<file path="src/design/soft_timer_table_macros.svh">
// Assertion macros for the soft timer table RTL.
`ifndef SOFT_TIMER_TABLE_MACROS_SVH
`define SOFT_TIMER_TABLE_MACROS_SVH

// Same-cycle implication, checked on i_clk, off during reset.
`define STT_ASSERT_IMPL(lbl, ante, cons, msg) \
    lbl: assert property (@(posedge i_clk) disable iff (!i_rst_n) \
        (ante) |-> (cons)) else $error(msg);

// Next-cycle implication, checked on i_clk, off during reset.
`define STT_ASSERT_NEXT(lbl, ante, cons, msg) \
    lbl: assert property (@(posedge i_clk) disable iff (!i_rst_n) \
        (ante) |=> (cons)) else $error(msg);

`endif

</file>
<file path="src/design/stt_pkg.sv">
// Constants and codes for the soft timer table.
package stt_pkg;

    // table geometry
    localparam int NUM_TIMERS = 20;
    localparam int TIME_BITS  = 32;
    localparam int ADDR_W     = (NUM_TIMERS > 1) ? $clog2(NUM_TIMERS) : 1;
    localparam int CNT_W      = $clog2(NUM_TIMERS + 1);

    // fixed field widths
    localparam int OP_W       = 2;
    localparam int STATUS_W   = 2;
    localparam int HANDLE_W   = 5;
    localparam int IDX_W      = 5;

    // one table entry: period in the upper half, start time in the lower
    localparam int ENTRY_W    = 2 * TIME_BITS;

    // operation codes
    localparam logic [OP_W-1:0] OP_TICK   = 2'd0;
    localparam logic [OP_W-1:0] OP_CREATE = 2'd1;
    localparam logic [OP_W-1:0] OP_CHECK  = 2'd2;

    // status codes
    localparam logic [STATUS_W-1:0] ST_OK      = 2'd0;
    localparam logic [STATUS_W-1:0] ST_FULL    = 2'd1;
    localparam logic [STATUS_W-1:0] ST_UNALLOC = 2'd2;

endpackage

</file>
<file path="src/design/stt_ram.sv">
// Simple dual-port RAM, one write and one registered read port.
module stt_ram #(
    parameter int DEPTH  = 20,
    parameter int WIDTH  = 64,
    parameter int ADDR_W = 5
) (
    input  logic              i_clk,
    input  logic              i_wr_en,
    input  logic [ADDR_W-1:0] i_wr_addr,
    input  logic [WIDTH-1:0]  i_wr_data,
    input  logic              i_rd_en,
    input  logic [ADDR_W-1:0] i_rd_addr,
    output logic [WIDTH-1:0]  o_rd_data
);

    logic [WIDTH-1:0] r_mem [DEPTH];
    logic [WIDTH-1:0] r_rd_data;

    // write port
    always_ff @(posedge i_clk) begin
        if (i_wr_en) begin
            r_mem[i_wr_addr] <= i_wr_data;
        end
    end

    // read port, registered: data valid in the cycle after the enable
    always_ff @(posedge i_clk) begin
        if (i_rd_en) begin
            r_rd_data <= r_mem[i_rd_addr];
        end
    end

    assign o_rd_data = r_rd_data;

endmodule

</file>
<file path="src/design/soft_timer_table.sv">
// Soft timer table top level: tick counter, timer allocation and polling.
//
// Input channel: i_valid / o_stall with i_operation, i_interval and
// i_timer_index. An item is taken at a clock edge with i_valid high and
// o_stall low. Output channel: o_valid / i_stall with o_status, o_handle,
// o_fired and o_time_now; one result per item, in order.
// Each item passes S_IDLE and S_PROC: the accept cycle issues the read
// of the addressed entry of the timer RAM; in S_PROC the block compares,
// writes the entry back and loads the output register. No new item is
// taken until the last one leaves S_PROC; o_valid rises as it does so.
// The output register lets the next item be taken while a result waits.
// If the receiver still stalls that result when the next item finishes,
// the block holds that item in its work cycle and keeps o_stall high.
// Reset clears the tick counter, the allocation count and the handshake
// state. The timer RAM is not cleared: a slot is only read once created,
// so no clearing pass is needed and the block is ready right after reset.
`include "soft_timer_table_macros.svh"

module soft_timer_table
    import stt_pkg::*;
(
    input  logic                i_clk,
    input  logic                i_rst_n,
    // input channel
    input  logic                i_valid,
    output logic                o_stall,
    input  logic [OP_W-1:0]     i_operation,
    input  logic [TIME_BITS-1:0] i_interval,
    input  logic [IDX_W-1:0]    i_timer_index,
    // output channel
    output logic                o_valid,
    input  logic                i_stall,
    output logic [STATUS_W-1:0] o_status,
    output logic [HANDLE_W-1:0] o_handle,
    output logic                o_fired,
    output logic [TIME_BITS-1:0] o_time_now
);

    typedef enum logic {
        S_IDLE,
        S_PROC
    } t_state;

    t_state               r_state;
    logic [OP_W-1:0]      r_op;
    logic [TIME_BITS-1:0] r_interval;
    logic                 r_idx_ok;
    logic [ADDR_W-1:0]    r_addr;
    logic [TIME_BITS-1:0] r_tick;
    logic [CNT_W-1:0]     r_used;

    logic                 r_out_valid;
    logic [STATUS_W-1:0]  r_status;
    logic [HANDLE_W-1:0]  r_handle;
    logic                 r_fired;

    logic                 in_accept;
    logic                 idx_ok;
    logic                 done;
    logic                 table_full;
    logic [ENTRY_W-1:0]   rd_data;
    logic [TIME_BITS-1:0] ent_period;
    logic [TIME_BITS-1:0] ent_start;
    logic [TIME_BITS-1:0] elapsed;
    logic                 expire;

    logic                 wr_en;
    logic [ADDR_W-1:0]    wr_addr;
    logic [ENTRY_W-1:0]   wr_data;

    logic [TIME_BITS-1:0] n_tick;
    logic [CNT_W-1:0]     n_used;
    logic [STATUS_W-1:0]  n_status;
    logic [HANDLE_W-1:0]  n_handle;
    logic                 n_fired;

    // handshake
    assign o_stall   = (r_state != S_IDLE);
    assign in_accept = i_valid && !o_stall;
    assign done      = (r_state == S_PROC) && (!r_out_valid || !i_stall);

    // handle in range of the allocated slots (also bounds the RAM address)
    assign idx_ok = (32'(i_timer_index) < 32'(r_used));

    // Reads happen only on accept edges and writes only on completing
    // edges, which never coincide, so a read always sees earlier writes.
    stt_ram #(
        .DEPTH  (NUM_TIMERS),
        .WIDTH  (ENTRY_W),
        .ADDR_W (ADDR_W)
    ) u_ram (
        .i_clk     (i_clk),
        .i_wr_en   (wr_en),
        .i_wr_addr (wr_addr),
        .i_wr_data (wr_data),
        .i_rd_en   (in_accept && (i_operation == OP_CHECK) && idx_ok),
        .i_rd_addr (i_timer_index[ADDR_W-1:0]),
        .o_rd_data (rd_data)
    );

    // compare the stored entry against now
    assign ent_period = rd_data[ENTRY_W-1:TIME_BITS];
    assign ent_start  = rd_data[TIME_BITS-1:0];
    assign elapsed    = r_tick - ent_start;
    assign expire     = (elapsed > ent_period);
    assign table_full = (32'(r_used) >= 32'(NUM_TIMERS));

    // per-operation result and write-back
    always_comb begin
        n_tick   = r_tick;
        n_used   = r_used;
        n_status = ST_OK;
        n_handle = '0;
        n_fired  = 1'b0;
        wr_en    = 1'b0;
        wr_addr  = r_addr;
        wr_data  = {ent_period, r_tick};
        case (r_op)
            OP_TICK: begin
                n_tick = r_tick + TIME_BITS'(1);
            end
            OP_CREATE: begin
                if (table_full) begin
                    n_status = ST_FULL;
                end else begin
                    n_used   = r_used + CNT_W'(1);
                    n_handle = HANDLE_W'(r_used);
                    wr_en    = done;
                    wr_addr  = r_used[ADDR_W-1:0];
                    wr_data  = {r_interval, r_tick};
                end
            end
            OP_CHECK: begin
                if (!r_idx_ok) begin
                    n_status = ST_UNALLOC;
                end else if (expire) begin
                    n_fired = 1'b1;
                    wr_en   = done;
                end
            end
            default: begin
            end
        endcase
    end

    // sequencer, state registers and output register
    always_ff @(posedge i_clk) begin
        if (!i_rst_n) begin
            r_state     <= S_IDLE;
            r_tick      <= '0;
            r_used      <= '0;
            r_out_valid <= 1'b0;
        end else begin
            // result valid: set by a finished item, cleared when taken
            if (done) begin
                r_out_valid <= 1'b1;
            end else if (o_valid && !i_stall) begin
                r_out_valid <= 1'b0;
            end
            case (r_state)
                S_IDLE: begin
                    if (in_accept) begin
                        r_op       <= i_operation;
                        r_interval <= i_interval;
                        r_idx_ok   <= idx_ok;
                        r_addr     <= i_timer_index[ADDR_W-1:0];
                        r_state    <= S_PROC;
                    end
                end
                S_PROC: begin
                    if (done) begin
                        r_tick      <= n_tick;
                        r_used      <= n_used;
                        r_status    <= n_status;
                        r_handle    <= n_handle;
                        r_fired     <= n_fired;
                        r_state     <= S_IDLE;
                    end
                end
                default: begin
                    r_state <= S_IDLE;
                end
            endcase
        end
    end

    assign o_valid    = r_out_valid;
    assign o_status   = r_status;
    assign o_handle   = r_handle;
    assign o_fired    = r_fired;
    assign o_time_now = r_tick;

    // checks
    `STT_ASSERT_IMPL(a_used_bound, 1'b1, 32'(r_used) <= 32'(NUM_TIMERS), "slot count past table")
    `STT_ASSERT_NEXT(a_accept_proc, in_accept, r_state == S_PROC, "accept did not start work")
    `STT_ASSERT_NEXT(a_done_out, done, o_valid && (r_state == S_IDLE), "finished item not shown")
    `STT_ASSERT_NEXT(a_create_inc, done && (r_op == OP_CREATE) && !table_full, r_used == $past(r_used) + CNT_W'(1), "create did not take a slot")

endmodule
</file>
<file path="config.mk">
export PLATFORM = sky130hd
export DESIGN_NAME = soft_timer_table
export DESIGN_NICKNAME = d
export VERILOG_FILES = /design/src/design/stt_pkg.sv /design/src/design/stt_ram.sv /design/src/design/soft_timer_table.sv
export VERILOG_INCLUDE_DIRS = /design/src /design/src/design
export SDC_FILE = /design/constraint.sdc
export NUM_CORES = 1
export LEC_CHECK = 0
export ABC_CLOCK_PERIOD_IN_PS = 8500
export BUFFER_PORTS_ARGS = -buffer_cell sky130_fd_sc_hd__buf_2
export CELL_PAD_IN_SITES_DETAIL_PLACEMENT = 1
export CELL_PAD_IN_SITES_GLOBAL_PLACEMENT = 1
export CORE_MARGIN = 2
export CORE_UTILIZATION = 54
export DETAILED_ROUTE_END_ITERATION = 7
export PLACE_DENSITY_LB_ADDON = 0.08
export SLEW_MARGIN = 20
export SYNTH_ARGS = -nofsm -noshare
export SYNTH_HDL_FRONTEND = slang
export SYNTH_HIERARCHICAL = 1
export SYNTH_SLANG_ARGS = --single-unit
</file>
<file path="constraint.sdc">
create_clock -name i_clk -period 8.5 [get_ports i_clk]
set_clock_uncertainty 0.2 [all_clocks]
set_input_delay 1.275 -clock i_clk [delete_from_list [all_inputs] [get_ports i_clk]]
set_output_delay 1.275 -clock i_clk [all_outputs]
set_load 0.01 [all_outputs]
</file>
== Word-level counts from Yosys, hierarchy flattened ==
Memories as Yosys holds them, arrays and structs flattened. A register that Yosys moved wholly into a read port is not among the register bits.
Index checks and enable logic that the tools add are counted.

* Register bits after elaboration: 87
* Bits in writable memories: 1280
* Input bits: 43
* Output and inout bits: 42
* Logic and storage cells: 60
* Memories: 1

{| class="wikitable"
|+ Memories
! memory !! words !! bits a word !! rd ports !! clocked after memory_dff !! write ports !! line !! text
|-
| u_ram.r_mem || 20 || 64 || 1 || 1 || 1 || stt_ram.sv:16 || <nowiki>logic [WIDTH-1:0] r_mem [DEPTH];</nowiki>
|}

* Add/sub/neg operators: 3
* Magnitude comparators: 3
* Equality and inequality tests: 3
* Multiplexer cells: 19
* Bitwise logic cells: 3
* Reductions and logical operators: 17

{| class="wikitable"
|+ Operator list
! operator !! number
|-
| 64-bit 2-to-1 mux || 2
|-
| 32-bit by 1-bit adder with 32-bit output, second input constant || 1
|-
| 32-bit greater-than comparator || 1
|-
| 32-bit subtractor || 1
|-
| 1-bit 2-to-1 mux || 11
|-
| 5-bit 2-to-1 mux || 2
|-
| 3-bit AND reduction || 3
|-
| 5-bit by 1-bit adder with 5-bit output, second input constant || 1
|-
| 5-bit >= comparator, second input constant || 1
|-
| 1-bit logical AND || 5
|-
| 5-bit less-than comparator || 1
|-
| 2-bit equality test, second input constant || 2
|-
| 1-bit one-hot mux with 2 select lines || 2
|-
| 2-bit one-hot mux with 2 select lines || 1
|-
| 4-bit AND reduction || 1
|-
| 1-bit logical NOT || 3
|-
| 1-bit inverter || 3
|-
| 2-bit by 1-bit equality test with 1-bit output, second input constant || 1
|-
| 2-bit logical NOT || 1
|-
| 2-bit 2-to-1 mux || 1
|-
| 2-bit AND reduction || 1
|-
| 2-bit nonzero test || 1
|-
| 2-bit OR reduction || 1
|-
| 1-bit logical OR || 1
|}

== Logic depth before layout (Yosys ltp) ==
* Word-level depth: 8
* Mapped depth: 19
* Gate-level depth less buffers: 19

== Modules after synthesis ==
Netlist, hierarchy kept.

{| class="wikitable"
|+ By module, submodules not included
! module !! times used !! cells an instance !! area each (µm²) !! sequential area each (µm²)
|-
| stt_ram || 1 || 2682 || 51076.5 || 40358.7
|-
| soft_timer_table || 1 || 799 || 6894.1 || 2222.1
|}

== Least setup slack after synthesis ==
No wires, ideal clock.

* Path type: in2reg
* Start: input i_timer_index[1]
* End: register u_ram.r_rd_data[0], in the netlist u_ram/o_rd_data[0] (read register of u_ram.r_mem) (enable)
* Setup time: 0.582 ns
* Arrival: 6.816 ns
* Data required time: 7.718 ns
* Path slack: 0.902 ns
* Stages: 6
* Buffers on the path: 0
* Cell sequence: ha_1 a21o_1 a21o_1 a21oi_1 inv_1 a211oi_1

* Word-level cells in the longest chain between the ends: 2

{| class="wikitable"
|+ Ends and longest elaborated chain
! what !! line !! text
|-
| start, declared || soft_timer_table.sv:29 || <nowiki>input logic [IDX_W-1:0] i_timer_index,</nowiki>
|-
| 5-bit less-than comparator || soft_timer_table.sv:83 || <nowiki>assign idx_ok = (32'(i_timer_index) < 32'(r_used));</nowiki>
|-
| 1-bit logical AND || soft_timer_table.sv:96 || <nowiki>.i_rd_en (in_accept && (i_operation == OP_CHECK) && idx_ok),</nowiki>
|-
| end, declared || stt_ram.sv:17 || <nowiki>logic [WIDTH-1:0] r_rd_data;</nowiki>
|}

Several ways; a longest one is shown, not always the timed one.
A chain may end at the register's enable or synchronous reset.

== Worst setup path in the final report ==
* Start: register r_tick[0], in the netlist o_time_now[0]
* End: memory u_ram.r_mem[4][59] (enable)

* Word-level cells in the longest chain between the ends: 7

{| class="wikitable"
|+ Ends and longest elaborated chain
! what !! line !! text
|-
| start, declared || soft_timer_table.sv:49 || <nowiki>logic [TIME_BITS-1:0] r_tick;</nowiki>
|-
| start signal, assigned || soft_timer_table.sv:172 || <nowiki>r_tick <= n_tick;</nowiki>
|-
| 32-bit subtractor || soft_timer_table.sv:104 || <nowiki>assign elapsed = r_tick - ent_start;</nowiki>
|-
| 32-bit greater-than comparator || soft_timer_table.sv:105 || <nowiki>assign expire = (elapsed > ent_period);</nowiki>
|-
| 1-bit 2-to-1 mux || soft_timer_table.sv:136 || <nowiki>end else if (expire) begin</nowiki>
|-
| 1-bit 2-to-1 mux || soft_timer_table.sv:134 || <nowiki>if (!r_idx_ok) begin</nowiki>
|-
| 1-bit one-hot mux with 2 select lines || soft_timer_table.sv:118 || <nowiki>case (r_op)</nowiki>
|-
| net wr_en || soft_timer_table.sv:67 || <nowiki>logic wr_en;</nowiki>
|-
| 1-bit 2-to-1 mux || stt_ram.sv:21 || <nowiki>if (i_wr_en) begin</nowiki>
|-
| 1-bit 2-to-1 mux (implied by the code) || stt_ram.sv:22 || <nowiki>r_mem[i_wr_addr] <= i_wr_data;</nowiki>
|-
| end, declared || stt_ram.sv:16 ||
|}

The timed path passes the listed nets, and every way through them passes these cells.

==> run metrics <==
status=finished clean; Finished Cell Area=65200 um2; Max IR drop VDD=0.222 mV; Starting Density=54.3%; Data arrival, critical path=7.16 ns; crit path launch=o_time_now[0]$_SDFFE_PN0P_; GPL Wtd Cong=0.880; final period utilization=81.9%; CP max stage delay=around 0.84 ns; worst slew pin tran=between 1 and 1.5 ns; die width=332 um; Worst R2R Start=o_time_now[0]$_SDFFE_PN0P_; first drt pass iteration count=5; DR vias=32200; Top Ports=between 80 and 90; worst-path maximum fanout=25; Worst Setup Start Kind=flop; CTS hold repair buffers=0; GRT Util Overall=28.9%; Routed Antenna Nets=0; drt drc=0; fmax=144 MHz; max_slew headroom=24.3%; post_cts resized=0; Synth Cell Area=between 50000 and 60000 um2; largest family of logic cells by synthesized area=multiplexers; site row count=between 100 and 150; Worst-path clk slew=0.06 ns; Sink Count=1431; number of different library cells in the post-synthesis netlist=75; met2 wire length=76800 um; vias in the first global route=around 34000; Reg2Reg Setup Slack=around 1.5 ns; critical path class=reg -> reg; port buffer count=84; first-pass GRT wire length=about 230000 um; Synth Area in Compound Gates=4.97%; Overall Power=14.7 mW; Skew-Pair Late Insertion Delay=0.77 ns; Placed Cells=4886; Mapped Cells=3481; die area=110000 um2; Max Cap Violations=0; hold path cells=2; pin count of the biggest net entering global routing=128; final setup violation count=0; Post-synth EDFFs=1392; number of cells on the critical path=19; Iteration-0 DRC Markers=3167; Cell Count, Final, Fillers Out=5157; Clock Path Buffers=3; total CTS buffers=148; slowest CP cell=dfxtp_1; Register-to-Register Path Depth=19; RSZ-0062 raised after global routing=false; HPWL after detailed placement=91900 um; sequential share of the synthesized area=73.5%; Post-Synth Adder-Cell Area=1.61%; core area=107000 um2; CP endpoint kind=flop; Simple-Gate Fraction of Synth Area=5.12%; CTS H-Tree Depth=4; max layer used=met4; DR WL/cell=30.7 um; M1 wire length=67500 um; grt total ovfl=0; clk root buf=clkbuf_16; vias per cell=between 6 and 7; mux cell area share after synthesis=11.5%; Req. time, crit path=8.70 ns; DP Area=60400 um2; met3 WL post-DR=around 10000 um; Seq cells post-synth=1431; Critical R2R Capture=u_ram/r_mem[4][59]$_DFFE_PP_; initial antenna violation count=3; Final Hold Fails=0; TritonCTS clock tree=built; Fin Setup TNS=0 ns; min cycle time layout=6.96 ns; WHS=0.343 ns; DIE HEIGHT=332 um; share of post-route cells with drive strength above 1=between 15 and 20%; synthesis-to-finish area growth=12.4%; Critical Path End=u_ram/r_mem[4][59]$_DFFE_PP_; Avg Cell Area, Syn=about 17 um2; postcts setup bufs=0; Post-Synth XOR/XNOR Area=0.876%; power density cells=225 nW/um2; Hold WC Path Type=reg -> reg; leakage power=22.8 nW; Total Wirelength=159000 um; fin nets=3751; asr flop ratio synth=0%; Ys Warns=6; family with the most delay on the worst path=simple AND/OR/NAND/NOR gates; CP Buf/Inv Count=3; worst path cell trace=inv_1 > ha_1 > inv_1 > fa_1 > a21o_2 > a31oi_1 > or4_4 > a311o_1 > nand2_1 > xor2_1 > ha_1 > nand4_1 > nor4_1 > and3_1 > o41a_1 > o31a_1 > or3b_2 > nor2_4 > buf_4; fin. max-slew vios=0; Post-Synthesis Net Count=3598; top_reg_cell synth=edfxtp_1
-- synth_stat cells (39+ instances only) --
master	number	area [um2]
edfxtp_1	1392	41800
nor2_1	110	413
a21oi_1	96	480
mux2_2	55	619
o22ai_1	64	400
mux4_2	64	1440
nand3_1	141	706
dfxtp_1	39	781
a211oi_1	59	443
ha_1	73	913
buf_4	77	578
clkbuf_1	77	289
a22oi_1	64	480
inv_1	79	297
mux2i_1	462	4620
nand2_1	214	803
o21ai_0	53	265
-- metal layers --
metal / vias up / global-route usage (%)
li1: 13900 / -
met3: 223 / 4.44
met5: - / 0
met4: 0 / 8.75
met2: 1103 / 47.1
met1: 17000 / 40.6
-- worst reg2reg max path, cell delays in order (launching register included) --
cell and delay [ns]:
dfxtp_1 0.84, inv_1 0.13, ha_1 0.26, inv_1 0.08
fa_1 0.21, a21o_2 0.16, a31oi_1 0.14, or4_4 0.61
a311o_1 0.35, nand2_1 0.08, xor2_1 0.09, ha_1 0.32
nand4_1 0.15, nor4_1 0.37, and3_1 0.24, o41a_1 0.18
o31a_1 0.22, or3b_2 0.62, nor2_4 0.83, buf_4 0.53
-- worst min-delay path by stage --
| stage | slack, ns | endpoint | startpoint |
|---|---|---|---|
| finish | 0.34 | r_used[4]$_SDFFE_PN0P_ | r_used[4]$_SDFFE_PN0P_ |
| global route | 0.39 | r_used[4]$_SDFFE_PN0P_ | r_used[4]$_SDFFE_PN0P_ |
| CTS | 0.34 | r_used[4]$_SDFFE_PN0P_ | r_used[4]$_SDFFE_PN0P_ |
| detailed placement | 0.33 | r_used[4]$_SDFFE_PN0P_ | r_used[4]$_SDFFE_PN0P_ |
| global placement | 0.31 | r_used[4]$_SDFFE_PN0P_ | r_used[4]$_SDFFE_PN0P_ |
| floorplan | 0.28 | r_used[4]$_SDFFE_PN0P_ | r_used[4]$_SDFFE_PN0P_ |
-- layout by cell type (no fill, tap or decap), types with 37 or more instances in the layout --
master	count
ha_1	73
edfxtp_1	1392
nand3_1	141
mux2i_1	462
o21ai_0	50
inv_1	79
mux4_2	64
clkbuf_16	154
o22ai_1	64
xnor2_1	37
buf_4	104
dfxtp_1	39
buf_2	82
a21oi_1	96
clkbuf_1	44
nor2_1	89
nand2_1	213
mux2_2	55
a211oi_1	58
a22oi_1	64
-- power breakdown --
group,internal (mW),switching [mW]
Combinational,0.205,0.379
Sequential,7.70,0.00915
Clock,3.70,2.67
-- area by class of cell --
type | instances | area (um2)
clock inverters | 66 | 653
inverters | 79 | 297
multi-input cells | 1769 | 14200
fillers | 9402 | 41600
diodes | 1 | 2.50
well taps | 1403 | 1760
repair buffers | 205 | 1570
flip-flops and latches | 1431 | 42600
clock buffers | 203 | 4090
-- kinds of logic after synthesis --
| logic type | after synthesis |
|---|---|
| flops | 1431 |
| simple gates | 622 |
| mux | 581 |
| compound gates | 434 |
| buf+inv | 281 |
| fa+ha+maj | 74 |
| xor+xnor | 58 |
-- registers in the layout, indices dropped and copies added (netlist names), 2 cells and up --
name and cells:
o_time_now 32, o_status 2, r_interval 32, r_addr 5
u_ram/r_mem 1280, u_ram/o_rd_data 64, o_handle 5, r_op 2
r_used 5
-- stage by stage --
step | util [%] | worst slack (ns)
after floorplan | - | 0.902
after global placement | 56.6 | 1.80
after detailed placement | 56.6 | 1.63
after CTS | 61.0 | 1.63
after global routing | 61.0 | 1.17
final | 61.0 | 1.54
Note: power is estimated with default switching activity, not from simulation.
